===== src/hw/rtl/flnc_pkg.sv =====
// ----------------------------------------------------------------------------
// flnc_pkg: shared types and constants for the four-list neighbor census
// List capacity, field widths, queue sizing and the transfer record that
// travels from the front end to the merge engine.
// ----------------------------------------------------------------------------
package flnc_pkg;

  // list capacity and element width
  localparam int MAX_DEGREE  = 256;
  localparam int ACTOR_BITS  = 16;
  localparam int LIST_COUNT  = 4;
  localparam int SEL_BITS    = $clog2(LIST_COUNT);
  localparam int ADDR_BITS   = (MAX_DEGREE > 1) ? $clog2(MAX_DEGREE) : 1;
  localparam int LEN_BITS    = $clog2(MAX_DEGREE + 1);

  // result counters
  localparam int COUNT_BITS  = 9;
  localparam logic [COUNT_BITS-1:0] COUNT_MAX = '1;
  localparam int HIT_BITS    = $clog2(LIST_COUNT + 1);
  localparam logic [HIT_BITS-1:0] MATCH_THREE = HIT_BITS'(3);
  localparam logic [HIT_BITS-1:0] MATCH_FOUR  = HIT_BITS'(4);
  localparam logic [HIT_BITS-1:0] MIN_LIVE    = HIT_BITS'(3);

  // queue between front end and merge engine
  localparam int QUEUE_DEPTH = 4;
  localparam int QPTR_BITS   = $clog2(QUEUE_DEPTH);
  localparam int QCNT_BITS   = $clog2(QUEUE_DEPTH + 1);

  typedef logic [SEL_BITS-1:0]   list_sel_t;
  typedef logic [ACTOR_BITS-1:0] actor_t;

  // one queued operation: optional append, optional census launch
  typedef struct packed {
    list_sel_t sel;
    actor_t    neighbor;
    logic      has;
    logic      census;
  } op_t;

  // queue status seen by both sides
  typedef struct packed {
    logic full;
    logic empty;
  } q_stat_t;

endpackage


===== src/hw/rtl/flnc_queue.sv =====
// ----------------------------------------------------------------------------
// flnc_queue: short operation queue
// Small FIFO that decouples item intake from list storage and the merge.
// ----------------------------------------------------------------------------
module flnc_queue (
  input  logic            clk,
  input  logic            rst,
  input  logic            push,
  input  flnc_pkg::op_t   push_op,
  input  logic            pop,
  output flnc_pkg::op_t   pop_op,
  output flnc_pkg::q_stat_t stat
);
  import flnc_pkg::*;

  op_t                  entries [QUEUE_DEPTH];
  logic [QPTR_BITS-1:0] wr_ptr;
  logic [QPTR_BITS-1:0] rd_ptr;
  logic [QCNT_BITS-1:0] fill;
  logic                 do_push;
  logic                 do_pop;

  assign stat.full  = (fill == QCNT_BITS'(QUEUE_DEPTH));
  assign stat.empty = (fill == '0);
  assign do_push    = push && !stat.full;
  assign do_pop     = pop && !stat.empty;
  assign pop_op     = entries[rd_ptr];

  // storage
  always_ff @(posedge clk) begin
    if (do_push) begin
      entries[wr_ptr] <= push_op;
    end
  end

  // pointers and fill level
  always_ff @(posedge clk) begin
    if (rst) begin
      wr_ptr <= '0;
      rd_ptr <= '0;
      fill   <= '0;
    end else begin
      if (do_push) wr_ptr <= wr_ptr + QPTR_BITS'(1);
      if (do_pop)  rd_ptr <= rd_ptr + QPTR_BITS'(1);
      if (do_push && !do_pop) fill <= fill + QCNT_BITS'(1);
      else if (do_pop && !do_push) fill <= fill - QCNT_BITS'(1);
    end
  end

endmodule


===== config.mk =====
export PLATFORM = sky130hd
export DESIGN_NAME = flnc_queue
export DESIGN_NICKNAME = d
export VERILOG_FILES = /design/src/hw/rtl/flnc_pkg.sv /design/src/hw/rtl/flnc_queue.sv
export SDC_FILE = /design/constraint.sdc
export NUM_CORES = 1
export LEC_CHECK = 0
export ABC_AREA = 1
export BUFFER_PORTS_ARGS = -buffer_cell sky130_fd_sc_hd__buf_4
export CAP_MARGIN = 20
export CELL_PAD_IN_SITES_DETAIL_PLACEMENT = 0
export CELL_PAD_IN_SITES_GLOBAL_PLACEMENT = 1
export CORE_MARGIN = 2
export CORE_UTILIZATION = 25
export DETAILED_ROUTE_END_ITERATION = 12
export PLACE_DENSITY = 0.45
export SYNTH_ARGS = -nofsm -noshare
export SYNTH_HDL_FRONTEND = slang
export SYNTH_SLANG_ARGS = --single-unit

===== constraint.sdc =====
create_clock -name clk -period 4.1 [get_ports clk]
set_input_delay 0.205 -clock clk [delete_from_list [all_inputs] [get_ports clk]]
set_output_delay 0.205 -clock clk [all_outputs]
set_load 0.1 [all_outputs]

-- Yosys cells after proc, flatten, opt, wreduce, memory -nomap -nowiden
Memory sizes are Yosys's and may differ from the RTL's. A register that Yosys moved wholly into a read port is not among the register bits.
Cells that the tools add are included.
- memory bits (writable): 80
- latch bits: 0
- memories kept: 1
- register bits after elaboration: 7
- output and inout port bits: 22
- ROM bits: 0
- bits of input ports: 24
- memories (name ; words ; bits a word ; read ports ; clocked after Yosys merged registers in ; wr ports ; RTL line ; source):
    entries ; 4 ; 20 ; 1 ; 1 ; 1 ; flnc_queue.sv:16 ; op_t entries [QUEUE_DEPTH];
- multiply operators: 0
- div/mod/pow operators: 0
- bitwise gates (word level): 0
- mux-type cells: 6
- equality and inequality tests: 1
- reductions and logical operators: 10
- add/subtract/negate cells: 4
- $lt $le $gt $ge: 0
- shift-type cells: 0
- operators by type and width (kind ; number):
    $mux W3 ; 2
    $add A2 B1 Y2 const B ; 2
    $logic_and A1 B1 Y1 ; 4
    $logic_not A1 Y1 ; 4
    $mux W2 ; 2
    $add A3 B1 Y3 const B ; 1
    $eq A3 B3 Y1 const B ; 1
    $logic_not A3 Y1 ; 1
    $sub A3 B1 Y3 const B ; 1
    $mux W1 ; 2
    $reduce_bool A2 Y1 ; 1

-- Longest topological paths before layout
- word-level depth: 7
- mapped depth: 13

-- Worst setup path after synthesis
OpenSTA, ideal clock, no wires.
- path type: reg-to-output
- start: register (tool-made name)
- end: output pop_op[0] in the netlist's numbering
- path buffers: 1
- setup slack: 1.738 ns
- data arrival time: 2.157 ns
- cell stages (with the launch flop): 5
- cells stage by stage: dfxtp_1 inv_1 clkbuf_1 o21ai_1 o22ai_1
- RTL lines (item ; RTL line ; source):
    end: declaration ; flnc_queue.sv:11 ; output flnc_pkg::op_t pop_op,

==> results.json <==
{
  "status": "finished, final reports clean",
  "synth_top_area_cell": "edfxtp_1",
  "final_util_pct": 32.3,
  "cts.sinks": 89,
  "grt-busiest-layer": "met2",
  "cts_tree": "built",
  "first_pass_iters": 4,
  "power_density_mw_per_mm2": 801,
  "met1_usage_pct": 12.8,
  "worstPathRequired_ns": 3.89,
  "grt_usage_pct": 10.7,
  "wl_per_cell_um": 14.8,
  "vias_per_cell": 4.19,
  "synthCells": 264,
  "cpMostUsedCell": "buf_4",
  "synth_commonest_cells": "80 x edfxtp_1, 53 x nor2_1, 40 x o21ai_1",
  "wirelength_um": 7290,
  "worst_slack_ns": 1.73,
  "fin_setup_tns_ns": 0,
  "p_leak_nw": 1.56,
  "fin_crit_ns": 2.37,
  "post-route-drc-count": 0,
  "htreeDepth": 3,
  "arrival_ns": 2.16,
  "synth_edf_count": 80,
  "setup-violations-final": 0,
  "hpwl_um": 4480,
  "synth_area_mm2": 0.00344,
  "postSynthAreaPerCell_um2": 13.0,
  "grt_max_degree": 42,
  "fmax_ghz": 0.423,
  "hold_class": "input port to register",
  "cts-root-buf": "clkbuf_16",
  "rows": 42,
  "max_slew.worst_pin.slew_ns": 0.723,
  "ys_seq_area_share_pct": 75.1,
  "antenna_found_initial": 0,
  "path_cells": "buf_4 > inv_2 > o21ai_1 > o22ai_1 > buf_4",
  "post-synth-top-count-cell": "edfxtp_1",
  "final_nets": 344,
  "critPathMaxFanout": 41,
  "synth.distinct_cells": 19,
  "pre_cts_ws_ns": 2.03,
  "synth_area_leaders": "edfxtp_1 70%, o21ai_1 5.8%, nor2_1 5.8%",
  "start_util_pct": 25.8,
  "clk_path_buf_depth": 2,
  "dieArea_mm2": 0.0147,
  "use_met3_pct": 3.48,
  "clkTransAtPathRegs_ns": 0.06,
  "pin_count": 46,
  "clock_latency_ns": 0.33,
  "cts_resized": 0,
  "ys_warn_count": 0,
  "start_kind": "register",
  "globalplace.congestion": 0.696,
  "synth_top_area_share_pct": 69.9,
  "grt_pass1_vias": 2068,
  "cts_setup_buffers": 0,
  "drt_iter0_drc": 94,
  "relSlewSlack_pct": 51.7,
  "syn-num-nets": 294,
  "grt_pass1_wl_um": 11500,
  "critical_path.max_stage_delay_ns": 0.59,
  "numCtsBuffers": 9,
  "port_buffers": 45,
  "final-hold-violation-count": 0,
  "die_w_um": 121,
  "hold_buffers": 0,
  "antenna_left": 0,
  "met2_usage_pct": 18.0,
  "synthArstFlopShare_pct": 0,
  "worstSetupPathType": "register to output port",
  "synth_seq_cells": 89,
  "skew_ns": 0.00395,
  "rsz0062_at_grt": "false",
  "finalCritPeriodShare_pct": 57.7,
  "drive_above_1_share_pct": 23.3,
  "core-area_mm2": 0.0133,
  "cap_violations": 0,
  "dpl.cell_count": 479,
  "grt_overflow_total": 0,
  "endpoint_kind": "output port",
  "num_vias": 2070,
  "post-layout-total-power_mw": 3.45,
  "die_h_um": 121,
  "num_antenna_cells": 0,
  "ir_worst_vdd_mv": 0.361,
  "synth_flop_cell": "edfxtp_1",
  "drv_slew": 0,
  "syn2layout_area_growth_pct": 25.3,
  "stdcell_count": 494,
  "critPathSlowestCell": "inv_2"
}
==> final cells by class <==
cell class | count | area, um2
clock inverter | 5 | 81.3
tap | 176 | 220
sequential | 89 | 2580
clock buffer | 10 | 229
timing repair buffer | 51 | 383
inverter | 18 | 67.6
fill | 1359 | 9040
multi-input combinational | 145 | 743
==> path summary, 6_finish.rpt <==
path              startpoint    endpoint  slack (ns)  cells past startpoint
setup / recovery    register  pop_op[18]        1.73                      5
hold / removal           rst   rd_ptr[0]        0.07                      2
hold reg to reg    rd_ptr[1]   rd_ptr[1]        0.51                      2
setup reg to reg     fill[1]     fill[1]        2.25                      9
==> metrics by stage <==
step,area [um2],hold WS [ns]
2_1_floorplan,3440,0.274
3_5_place_dp,4000,0.412
3_3_place_gp,4000,0.411
4_1_cts,4310,0.0579
5_1_grt,4310,0.0610
6_report,4310,0.0747
==> flip-flops by register name (all words and copies together), names as in the netlist, named ones only <==
register / flops
fill: 3
entries: 80
wr_ptr: 2
rd_ptr: 2
==> placed cells by master, fill, tap and decap left out, types with 3 or more instances in the layout <==
| master | instances |
|---|---|
| edfxtp_1 | 80 |
| nand2_1 | 12 |
| ha_1 | 5 |
| nand2_2 | 3 |
| inv_1 | 16 |
| buf_4 | 51 |
| o22ai_1 | 20 |
| dfxtp_1 | 9 |
| clkbuf_16 | 9 |
| nand3_1 | 4 |
| a21oi_1 | 3 |
| nor2_2 | 5 |
| nor2_1 | 49 |
| o21ai_1 | 40 |
==> power breakdown <==
part	switching [mW]	internal [mW]	leakage, nW
sequential	0.0392	1.11	0.807
combinational	1.17	0.290	0.600
clock	0.318	0.530	0.150
total	1.52	1.93	1.56
==> worst max-delay path: cells and delay by family (launching register included) <==
| family | cells | cell delay [ns] |
|---|---|---|
| compound gates | 2 | 0.34 |
| flops | 1 | 0.29 |
| buf+inv | 3 | 1.18 |
==> kinds of logic after synthesis <==
logic type,Yosys count,synth area share (%)
AOI/OAI and AO/OA,64,10.0
xor gates and xnor gates,1,0.255
adders and majority gates,6,2.40
buffers and inverters,30,3.57
DFF,89,75.1
and+or+nand+nor,74,8.62
==> per-layer routing <==
layer  up-vias  routed length (um)
met5         -                   0
met4         0                 125
met3        10                 297
met2        36                3580
met1       982                3290
li1       1042                   -
No activity file was read; power rests on OpenSTA's default activity.
