File: config.mk
export PLATFORM = sky130hd
export DESIGN_NAME = flnc_front
export DESIGN_NICKNAME = d
export VERILOG_FILES = /design/src/hw/rtl/flnc_pkg.sv /design/src/hw/rtl/flnc_front.sv
export SDC_FILE = /design/constraint.sdc
export NUM_CORES = 1
export LEC_CHECK = 0
export BUFFER_PORTS_ARGS = -buffer_cell sky130_fd_sc_hd__buf_2
export CAP_MARGIN = 20
export CORE_MARGIN = 2
export CORE_UTILIZATION = 32
export DETAILED_ROUTE_END_ITERATION = 7
export GPL_ROUTABILITY_DRIVEN = 0
export PLACE_DENSITY_LB_ADDON = 0.25
export SETUP_SLACK_MARGIN = 0.4
export SYNTH_ARGS = -nofsm -noshare
export SYNTH_HDL_FRONTEND = slang
export SYNTH_SLANG_ARGS = --single-unit
File: constraint.sdc
create_clock -name clk -period 1.7 [get_ports clk]
set_input_delay 0.34 -clock clk [delete_from_list [all_inputs] [get_ports clk]]
set_output_delay 0.34 -clock clk [all_outputs]
set_load 0.03 [all_outputs]
File: src/hw/rtl/flnc_pkg.sv
// ----------------------------------------------------------------------------
// flnc_pkg: shared types and constants for the four-list neighbor census
// List capacity, field widths, queue sizing and the transfer record that
// travels from the front end to the merge engine.
// ----------------------------------------------------------------------------
package flnc_pkg;

  // list capacity and element width
  localparam int MAX_DEGREE  = 256;
  localparam int ACTOR_BITS  = 16;
  localparam int LIST_COUNT  = 4;
  localparam int SEL_BITS    = $clog2(LIST_COUNT);
  localparam int ADDR_BITS   = (MAX_DEGREE > 1) ? $clog2(MAX_DEGREE) : 1;
  localparam int LEN_BITS    = $clog2(MAX_DEGREE + 1);

  // result counters
  localparam int COUNT_BITS  = 9;
  localparam logic [COUNT_BITS-1:0] COUNT_MAX = '1;
  localparam int HIT_BITS    = $clog2(LIST_COUNT + 1);
  localparam logic [HIT_BITS-1:0] MATCH_THREE = HIT_BITS'(3);
  localparam logic [HIT_BITS-1:0] MATCH_FOUR  = HIT_BITS'(4);
  localparam logic [HIT_BITS-1:0] MIN_LIVE    = HIT_BITS'(3);

  // queue between front end and merge engine
  localparam int QUEUE_DEPTH = 4;
  localparam int QPTR_BITS   = $clog2(QUEUE_DEPTH);
  localparam int QCNT_BITS   = $clog2(QUEUE_DEPTH + 1);

  typedef logic [SEL_BITS-1:0]   list_sel_t;
  typedef logic [ACTOR_BITS-1:0] actor_t;

  // one queued operation: optional append, optional census launch
  typedef struct packed {
    list_sel_t sel;
    actor_t    neighbor;
    logic      has;
    logic      census;
  } op_t;

  // queue status seen by both sides
  typedef struct packed {
    logic full;
    logic empty;
  } q_stat_t;

endpackage

File: src/hw/rtl/flnc_front.sv
// ----------------------------------------------------------------------------
// flnc_front: item intake and classification
// Tracks which lists are closed, drops items for closed lists, queues
// appends, and marks the item that closes the fourth list as a census.
// ----------------------------------------------------------------------------
module flnc_front (
  input  logic               clk,
  input  logic               rst,
  input  logic               start,
  output logic               busy,
  input  flnc_pkg::list_sel_t list_select,
  input  flnc_pkg::actor_t   neighbor,
  input  logic               has_neighbor,
  input  logic               last,
  input  flnc_pkg::q_stat_t  q_stat,
  input  logic               census_done,
  output logic               push,
  output flnc_pkg::op_t      push_op
);
  import flnc_pkg::*;

  logic [LIST_COUNT-1:0] closed;
  logic [LIST_COUNT-1:0] closed_next;
  logic                  waiting;
  logic                  accept;
  logic                  live_item;
  logic                  all_closed;

  assign busy   = q_stat.full || waiting;
  assign accept = start && !busy;

  // classify the incoming item
  always_comb begin
    live_item   = !closed[list_select];
    closed_next = closed;
    if (last || !has_neighbor) closed_next[list_select] = 1'b1;
    all_closed  = &closed_next;
  end

  assign push             = accept && live_item && (has_neighbor || all_closed);
  assign push_op.sel      = list_select;
  assign push_op.neighbor = neighbor;
  assign push_op.has      = has_neighbor;
  assign push_op.census   = all_closed;

  // closed bits and census hold-off
  always_ff @(posedge clk) begin
    if (rst) begin
      closed  <= '0;
      waiting <= 1'b0;
    end else if (census_done) begin
      closed  <= '0;
      waiting <= 1'b0;
    end else if (accept && live_item) begin
      closed <= closed_next;
      if (all_closed) waiting <= 1'b1;
    end
  end

endmodule

* Word level (Yosys, flattened, before mapping)
Index checks and enable logic that the tools add are counted.
** Cells by class
- Reduce and logical (&&, ||, !) cells :: 13
- Muxes and demuxes :: 5
- Order comparisons :: 2
- Bitwise operators :: 1
** Operators by type and width (count)
- 5-bit AND reduction :: 1
- 1-bit logical AND :: 4
- 4-bit two-way mux :: 1
- 4-bit OR :: 1
- 4-bit AND reduction :: 1
- 1-bit logical NOT :: 3
- 1-bit logical OR :: 3
- 2-bit by 3-bit less-than comparator with 1-bit output, second input constant :: 1
- 1-bit binary-select mux with 2-bit select :: 1
- 1-bit demux with 2-bit select :: 1
- 2-bit by 1-bit >= comparator with 1-bit output, second input constant :: 1
- 1-bit two-way mux :: 2
- 2-bit OR reduction :: 1
** Word-level totals
- Flip-flop bits (word level) :: 5
- Output and inout port bits :: 22

* Logic depth before layout (Yosys ltp)
Gate-level depths: netlist (run 1).
- Depth in word-level cells :: 9
- Depth in mapped cells :: 6
- Mapped depth without buffers :: 5

* Least setup slack after synthesis (run 1)
OpenSTA, ideal clock, no wires.
- Path kind :: input -> output
- Start :: input port list_select[1]
- End :: output port push
- Buffers on the path :: 0
- Arrival time :: 1666 ps
- Path slack :: -306 ps
- Cell stages on the path :: 3
- Path through :: mux4_2 > nor3b_4 > a21boi_1
** On the way
- Longest elaborated chain between the ends :: 9
- Elaborated cells on any way between the ends :: 14
** Ends and longest elaborated chain
- start, declared :: RTL line flnc_front.sv:11 : input flnc_pkg::list_sel_t list_select,
- 2-bit by 3-bit less-than comparator with 1-bit output (not written as such) / 2-bit by 1-bit >= comparator with 1-bit output (equally long branches) :: RTL line flnc_front.sv:36 : if (last || !has_neighbor) closed_next[list_select] = 1'b1;
- 1-bit logical AND (not written as such) :: RTL line flnc_front.sv:36
- 1-bit two-way mux (not written as such) :: RTL line flnc_front.sv:36
- 1-bit demux with 2-bit select :: RTL line flnc_front.sv:36
- 4-bit OR (no line)
- 4-bit two-way mux :: RTL line flnc_front.sv:36
- 4-bit AND reduction :: RTL line flnc_front.sv:37 : all_closed = &closed_next;
- 1-bit logical OR :: RTL line flnc_front.sv:40 : assign push = accept && live_item && (has_neighbor || all_closed);
- 1-bit logical AND (*) :: RTL line flnc_front.sv:40
- end, declared :: RTL line flnc_front.sv:17 : output logic push,
Mark *: on every way between the ends. The rest lies on a longest branch, timed or not. The select of a mux whose other input is x is not followed.

* Worst setup path in the final report (run 1)
- Start :: register closed[3]
- End :: output port push
** On the way
- Longest elaborated chain between the ends :: 5
- Elaborated cells on any way between the ends :: 9
** Ends and longest elaborated chain
- start, declared :: RTL line flnc_front.sv:22 : logic [LIST_COUNT-1:0] closed;
- start signal, assigned :: RTL line flnc_front.sv:55 : closed <= closed_next;
- 1-bit binary-select mux with 2-bit select / 4-bit OR (equally long branches)
- 1-bit two-way mux (not written as such) / 4-bit two-way mux (equally long branches) :: RTL line flnc_front.sv:34, flnc_front.sv:36
- 1-bit logical NOT / 4-bit AND reduction (equally long branches) :: RTL line flnc_front.sv:34, flnc_front.sv:37
- 1-bit logical AND / 1-bit logical OR (equally long branches) :: RTL line flnc_front.sv:40
- 1-bit logical AND (*) :: RTL line flnc_front.sv:40
Marked as above.

==> results of run 1 <==
per-stage QoR:
stage / std cells / power (mW)
2_1_floorplan: 53 / 0.233
3_3_place_gp: 72 / 0.195
3_5_place_dp: 72 / 0.196
4_1_cts: 79 / 0.355
5_1_grt: 82 / 0.384
6_report: 82 / 0.362
logic make-up (layout without fill, tap and decap cells):
group / count (synthesis) / after routing / share of synthesized area
flip-flops: 5 / 5 / 0.228
AO/OA/AOI/OAI: 9 / 9 / 0.125
buffers and inverters: 22 / 36 / 0.359
AND/OR/NAND/NOR: 16 / 16 / 0.236
multiplexers: 1 / 1 / 0.0513
per-layer routing:
layer,share of wire,GRT usage,up-vias
met5,0,0,-
met4,0.0035,0.0667,0
met3,0.089,0.0707,2
met2,0.55,0.227,22
met1,0.36,0.138,191
li1,-,-,193
cell usage after synthesis (2+ instances only):
cell type	count	area (um2)
nor3b_1	2	15.0
a21oi_1	3	15.0
nand2_1	3	11.3
buf_4	20	150
o21ai_0	2	10.0
dfxtp_1	5	100
inv_1	2	7.51
nor3_1	4	20.0
path summary, 6_finish.rpt:
check	slack (ns)	to
worst max-delay path	-0.23	push
worst min-delay path	0.33	closed[3]
worst max register to register	0.05	closed[3]
worst min register to register	0.45	waiting
sequential cells by signal, summed over array words and instances, names as in the netlist:
name,count
closed,4
waiting,1
worst max-delay path, stage by stage, from the launching register on:
cell and delay (ns):
dfxtp_2 0.31, mux4_2 0.50, nor3b_4 0.21, a21boi_4 0.20, buf_6 0.14
report_power, final:
| group | switching (mW) | internal, mW | total [mW] |
|---|---|---|---|
| clock network | 0.0490 | 0.0888 | 0.138 |
| registers | 0.000573 | 0.119 | 0.119 |
| logic | 0.0524 | 0.0529 | 0.105 |
| total | 0.102 | 0.261 | 0.362 |
final cells by class:
type,instances,area [um2],area share
Sequential cell,5,103,0.157
Timing Repair Buffer,30,223,0.341
Multi-Input combinational cell,26,275,0.421
Inverter,2,7.51,0.0115
Clock buffer,4,26.3,0.0402
Tap cell,15,18.8,0.0287
what timing repair did:
action                     4_1_cts  5_1_grt
resized for setup               16        9
pin swaps                        6        8
setup endpoints to repair        8        8
setup buffers                    3        3
cells in the final DEF, fill, tap and decap left out:
| master | n |
|---|---|
| nor3_4 | 1 |
| nor3_1 | 2 |
| nand2_2 | 1 |
| nor2_1 | 1 |
| nand2_1 | 2 |
| a22o_4 | 1 |
| buf_4 | 14 |
| a21boi_4 | 1 |
| a21oi_2 | 3 |
| a41oi_2 | 1 |
| nand4_1 | 1 |
| nand2b_1 | 1 |
| nor3b_4 | 3 |
| o21ai_1 | 2 |
| dfxtp_2 | 2 |
| mux4_2 | 1 |
| clkbuf_4 | 3 |
| buf_2 | 10 |
| nor2b_4 | 1 |
| clkbuf_1 | 1 |
| dfxtp_1 | 3 |
| or2_4 | 1 |
| nor3_2 | 2 |
| o21ai_2 | 1 |
| buf_6 | 6 |
| inv_1 | 2 |
==> metrics.md, run 1 <==
| Metric | Value |
|---|---|
| Critical path class | flop to primary output |
| Final ANT Viol Nets | 0 |
| FMAX | 517 MHz |
| Syn Area/Cell | between 8 and 9 um2 |
| Vias in the first global route | 353 |
| Setup crit start kind | flop |
| H-tree levels | 1 |
| Grt ovf | 0 |
| Die span in x | slightly above 40 um |
| Worst R2R Path Depth | 6 |
| Final Hold Violating Endpoints | 0 |
| Global-route wire length before repair | between 1 and 1.5 mm |
| Crit path required time | 1.36 ns |
| Maximum vdd drop | around 340 uV |
| Worst-path clk slew | ~0.040 ns |
| Worst Skew | between 0.002 and 0.003 ns |
| I/O pins | 48 |
| Post-Route Utilization | 0.508 |
| Routed wire length | ~1.1 mm |
| Tightest Pin Transition | approximately 0.23 ns |
| Fin crit period | about 1.9 ns |
| Clock Sinks | 5 |
| CTS tree | done |
| Max-slew headroom | 0.848 |
| DPL Wire Length | between 600 and 700 um |
| Post-synth EDFFs | 0 |
| Synth warn | 0 |
| Asr flop ratio synth | 0 |
| Worst-Skew Late Latency | about 0.24 ns |
| Antenna Cells | 0 |
| RSZ-0062 raised after global routing | true |
| Hold buffers post-CTS | 0 |
| Ys flop type | dfxtp_1 |
| Crit. Startpoint | closed[3] |
| Wire per inst | 13.9 um |
| Critical R2R Launch | closed[3] |
| Vias per inst | approximately 5.0 |
| Hold Startpoint | census_done |
| Pre-CTS worst setup slack | -0.243 ns |
| Vias | approximately 410 |
| Die Y | a little over 40 um |
| Sequential area share after synthesis | 0.228 |
| HP Class | primary input to flop |
| Critical Path AT | approximately 1.6 ns |
| DRT Pass-1 Iters | 2 |
| Leak | ~0.28 nW |
| DRC | 0 |
| Post-Syn Nets | just under 80 |
| Initial DRC Count | 3 |
| Power Density | approximately 550 nW/um2 |
| Final Slew Violations | 0 |
| TritonCTS Buffers | 3 |
| Period Utilization, post-route | 1.14 |
| Finished layout cell area | 653 um2 |
| Placed Area | approximately 490 um2 |
| Hold depth | 2 |
| IO buf count | 14 |
| Final worst slack | -0.232 ns |
| Overall Global Routing Usage | 0.136 |
| Fin nets | 94 |
| Failing checks | setup timing |
| Initial core utilization | 0.342 |
| Cell count after synthesis | 53 |
| FP Rows | 13 |
| Share of cells above drive strength 1 | 0.776 |
| Cell area after synthesis | approximately 440 um2 |
| Hold Slack | 0.331 ns |
| Largest net degree at the start of global routing | 8 |
| Initial antenna violation count | 0 |
| Final setup viols | 1 |
| Area growth from synthesis to layout | 48.7% |
| CP max FO | 2 |
| Root Buffer | clkbuf_4 |
| Post-synthesis cell type count | 20 |
| Maxcap violations | 0 |
| Fillcell total | 131 |
| Worst Setup End Kind | primary output |
| Outcome | finished with violations |
| Setup TNS | -0.232 ns |
| Die ar. | 1680 um2 |
| CTS max path bufs | 2 |
| Core Area | roughly 1300 um2 |
| #FFs+latches synth | 5 |
Power figures use the tool's default switching activity.
==> run 2: changes to the inputs <==
PLACE_DENSITY = 0.86   (was unset)
PLACE_DENSITY_LB_ADDON = unset   (was 0.25)
SKIP_LAST_GASP = 1   (was unset)
SLEW_MARGIN = 20   (was unset)
==> run 2 against run 1 <==
Compared with the run above:
- highest routed layer unchanged
- global-route usage increased by 0.18 points
- critical path depth unchanged
- worst hold slack improved by 0.010 ns
- the run still ends with setup timing left
- register-to-register slack improved by 0.07 ns
- fmax decreased by 0.23%
- utilization increased by 1.9 points
- largest cell class unchanged
- die area unchanged
- clock-buffer cell count unchanged
- sequential power about the same
- routed wire length decreased by 8.1%
==> metrics.md, run 2 (synthesized netlist as in run 1, its figures left out) <==
| Metric | Value |
|---|---|
| Routed wire length | 1.05 mm |
| Tightest Pin Transition | 0.207 ns |
| Post-Route Utilization | 0.527 |
| Commonest non-fill, non-tap cells in the layout | buf_4 (14), buf_2 (8), buf_6 (7) |
| Global-route wire length before repair | about 1.4 mm |
| Setup crit start kind | flop |
| Overall Global Routing Usage | 0.138 |
| Fin nets | 94 |
| P_int | approximately 0.26 mW |
| Inst Count DP | between 60 and 70 |
| CTS tree | done |
| TritonCTS Buffers | 3 |
| IO buf count | 14 |
| Top Registers | closed (4), waiting (1) |
| Root Buffer | clkbuf_4 |
| Fin crit period | between 1.5 and 2 ns |
| Multi-input gate area | ~290 um2 |
| Commonest non-fill, non-tap cell in the layout | buf_4 |
| Logic gate share of total power | 0.298 |
| Crit. Startpoint | closed[1] |
| Antenna Cells | 0 |
| Switching share of power | 0.278 |
| Failing checks | setup timing |
| Final Hold Violating Endpoints | 0 |
| Fillcell total | about 130 |
| Hold Slack | approximately 0.34 ns |
| CP max FO | 2 |
| CTS max path bufs | 2 |
| Area growth from synthesis to layout | 54.1% |
| Final ANT Viol Nets | 0 |
| Final setup viols | 1 |
| Final worst slack | -0.237 ns |
| Seq pwr share | 0.329 |
| Finished Layout Cells | slightly above 80 |
| Critical path class | flop to primary output |
| Leak | between 0.2 and 0.3 nW |
| Initial DRC Count | 5 |
| Worst-Skew Late Latency | 0.24 ns |
| RSZ-0062 raised after global routing | true |
| Wire per inst | roughly 13 um |
| Outcome | finished with violations |
| Vias | 400 |
| Maximum vdd drop | 312 uV |
| Vias per inst | just under 5 |
| Core Area | around 1300 um2 |
| Critical Path AT | 1.60 ns |
| Worst-path clk slew | about 0.040 ns |
| FP Rows | 13 |
| Max-slew headroom | 0.861 |
| Maxcap violations | 0 |
| Period Utilization, post-route | 1.14 |
| Register Area | approximately 110 um2 |
| H-tree levels | 1 |
| Share of cells above drive strength 1 | 0.806 |
| Initial antenna violation count | 0 |
| Power Density | ~540 nW/um2 |
| Worst Skew | between 0.004 and 0.005 ns |
| DRT Pass-1 Iters | 2 |
| Worst Setup End Kind | primary output |
| Max FFs per register | 4 |
| Die span in x | slightly above 40 um |
| Most flops, register | closed |
| Vias in the first global route | between 300 and 400 |
| Critical R2R Launch | closed[1] |
| Die ar. | around 1700 um2 |
| Final Slew Violations | 0 |
| Clock power share | 0.373 |
| Pre-CTS worst setup slack | -0.190 ns |
| FMAX | a little over 500 MHz |
| Die Y | between 40 and 50 um |
| Grt ovf | 0 |
| Crit path required time | 1.36 ns |
| Hold buffers post-CTS | 0 |
| Initial core utilization | 0.342 |
| I/O pins | between 40 and 50 |
| DRC | 0 |
| Net load switching power | ~0.10 mW |
| Hold Startpoint | rst |
| HP Class | primary input to flop |
| Largest net degree at the start of global routing | 8 |
| Clock Sinks | 5 |
[run 2: changes by cell type in the layout (fill, tap and decap cells not counted), sizes merged]
| cell | previous run | this run |
|---|---|---|
| buf | 30 | 29 |
| clkbuf | 4 | 5 |
[run 2: path summary, 6_finish.rpt]
| path | to | slack [ns] | cells after the start |
|---|---|---|---|
| hold reg to reg | waiting | 0.44 | 2 |
| setup reg to reg | closed[3] | 0.12 | 6 |
| setup / recovery | push | -0.24 | 4 |
| hold / removal | closed[0] | 0.34 | 2 |
[run 2: cell type report]
| class | count | share of cell area |
|---|---|---|
| multi-input combinational | 26 | 0.425 |
| timing repair buffer | 30 | 0.342 |
| sequential | 5 | 0.155 |
| clock buffer | 4 | 0.0388 |
| tap | 15 | 0.0277 |
| inverter | 2 | 0.0111 |
[run 2: timing repair]
item                       in CTS  in global routing
pin swaps                       9                 11
resized for setup              19                 12
setup buffers                   5                  4
setup endpoints to repair       8                  8
gates cloned                    0                  0
[run 2: power groups by stage]
stage / Sequential, mW / Combinational, mW / Clock (mW)
after floorplan: 0.122 / 0.112 / 0
after global placement: 0.122 / 0.0683 / 0
after detailed placement: 0.122 / 0.0695 / 0
after CTS: 0.120 / 0.0887 / 0.141
after global routing: 0.119 / 0.115 / 0.154
final: 0.120 / 0.108 / 0.136
[run 2: stage by stage]
stage | power [mW] | setup TNS, ns | cell area, um2
5_1_grt | 0.388 | -0.345 | 677
6_report | 0.363 | -0.237 | 677
2_1_floorplan | 0.233 | -0.0598 | 477
3_5_place_dp | 0.191 | -0.249 | 464
3_3_place_gp | 0.190 | -0.235 | 464
4_1_cts | 0.349 | -0.221 | 596
[run 2: worst max-delay path, stage by stage, from the launching register on]
cell	delay, ns
dfxtp_2	0.32
mux4_2	0.49
nor3b_4	0.21
a21boi_4	0.20
buf_6	0.14
[run 2: per-layer routing]
metal  share of wire  vias up  GRT usage
met2            0.53       22      0.262
li1                -      189          -
met4           0.026        0     0.0917
met5               0        -          0
met1            0.35      184      0.127
met3           0.093        5     0.0326
==> run 3: changes to the inputs <==
SKIP_CTS_REPAIR_TIMING = 1   (was unset)
==> run 3 against run 2 <==
Compared with the run above:
- the run still ends with setup timing left
- critical path depth did not move
- combinational power fell by 28%
- design area fell by 22%
- sequential power hardly changed
- utilization decreased by 12 points
- cell count fell by 11%
- register-to-register slack improved by 0.08 ns
- largest power group unchanged
- global-route usage decreased by 3.0 points
==> metrics.md, run 3 (synthesized netlist as in run 1, its figures left out) <==
| Metric | Value |
|---|---|
| Global-route wire length before repair | ~1.1 mm |
| Share of cells above drive strength 1 | 0.586 |
| Fin crit period | approximately 1.9 ns |
| Die Y | around 41 um |
| I/O pins | 48 |
| DRC | 0 |
| Period Utilization, post-route | 1.13 |
| Tightest Pin Transition | 0.223 ns |
| CTS tree | done |
| Outcome | finished with violations |
| HP Class | primary input to flop |
| Grt ovf | 0 |
| Failing checks | setup timing |
| Post-Route Utilization | 0.409 |
| Wire per inst | 10.7 um |
| Top Registers | closed (4), waiting (1) |
| DRT Pass-1 Iters | 3 |
| Inst Count DP | 69 |
| Maxcap violations | 0 |
| Worst Setup End Kind | primary output |
| Initial DRC Count | 5 |
| Initial antenna violation count | 0 |
| TritonCTS Buffers | 3 |
| Die ar. | between 1500 and 2000 um2 |
| Area growth from synthesis to layout | 19.7% |
| Finished Layout Cells | 73 |
| Critical path class | flop to primary output |
| Crit path required time | approximately 1.4 ns |
| H-tree levels | 1 |
| Pre-CTS worst setup slack | -0.190 ns |
| Routed wire length | 783 um |
| Placed Area | approximately 460 um2 |
| CTS max path bufs | 2 |
| Vias | 362 |
| IO buf count | 14 |
| Vias per inst | a little under 5 |
| Core Area | 1280 um2 |
| Worst-Skew Late Latency | approximately 0.24 ns |
| Root Buffer | clkbuf_4 |
| Final Hold Violating Endpoints | 0 |
| Max-slew headroom | 0.849 |
| CP max FO | 4 |
| Antenna Cells | 0 |
| Commonest non-fill, non-tap cells in the layout | buf_2 (11), buf_4 (7), dfxtp_1 (4) |
| Leak | roughly 0.22 nW |
| Max FFs per register | 4 |
| Final setup viols | 2 |
| Overall Global Routing Usage | 0.108 |
| Die span in x | 41.0 um |
| Maximum vdd drop | approximately 310 uV |
| RSZ-0062 raised after global routing | true |
| Setup crit start kind | flop |
| Power Density | around 630 nW/um2 |
| Critical Path AT | 1.58 ns |
| FP Rows | 13 |
| Clock Sinks | 5 |
| Worst-path clk slew | roughly 0.040 ns |
| FMAX | 522 MHz |
| Vias in the first global route | between 300 and 400 |
| Commonest non-fill, non-tap cell in the layout | buf_2 |
| Worst Skew | ~0.0023 ns |
| Final worst slack | -0.217 ns |
| Initial core utilization | 0.342 |
| Largest net degree at the start of global routing | 8 |
| Final Slew Violations | 0 |
| Final ANT Viol Nets | 0 |
| Finished layout cell area | around 530 um2 |
| Most flops, register | closed |
| Fin nets | 85 |
| Hold Slack | around 0.33 ns |
==> run 3: worst max-delay path: stages, from the launching register on <==
cell      delay [ns]
dfxtp_1         0.32
mux4_2          0.49
nor3b_4         0.19
a21boi_4        0.20
buf_6           0.14
==> run 3: through the flow <==
step                      TNS (ns)  total power, mW
after floorplan            -0.0598            0.233
after global placement      -0.235            0.190
after detailed placement    -0.249            0.191
after CTS                   -0.354            0.330
after global routing        -0.391            0.357
final                       -0.256            0.330
==> run 3: final cells by class <==
cell class	instances	area [um2]
tap	15	18.8
clock buffer	4	26.3
timing repair buffer	21	141
fill	138	759
inverter	2	7.51
multi-input combinational	26	230
sequential	5	101
==> run 3: final timing paths <==
path | cells after the start | slack [ns] | start | to
setup / recovery | 4 | -0.22 | closed[2] | push
hold / removal | 2 | 0.33 | census_done | closed[3]
setup reg to reg | 5 | 0.20 | closed[2] | closed[3]
hold reg to reg | 2 | 0.44 | waiting | waiting
==> run 3: power breakdown <==
| part | switching (mW) | internal, mW | total, mW |
|---|---|---|---|
| registers | 0.000789 | 0.119 | 0.120 |
| clock network | 0.0440 | 0.0884 | 0.132 |
| logic | 0.0409 | 0.0366 | 0.0774 |
==> run 3: routing by layer <==
layer  vias to the layer above  share of wire  global-route usage
li1                        175              -                   -
met1                       166           0.37               0.107
met2                        17           0.49               0.184
met3                         4           0.12              0.0326
met4                         0          0.024              0.0833
met5                         -              0                   0
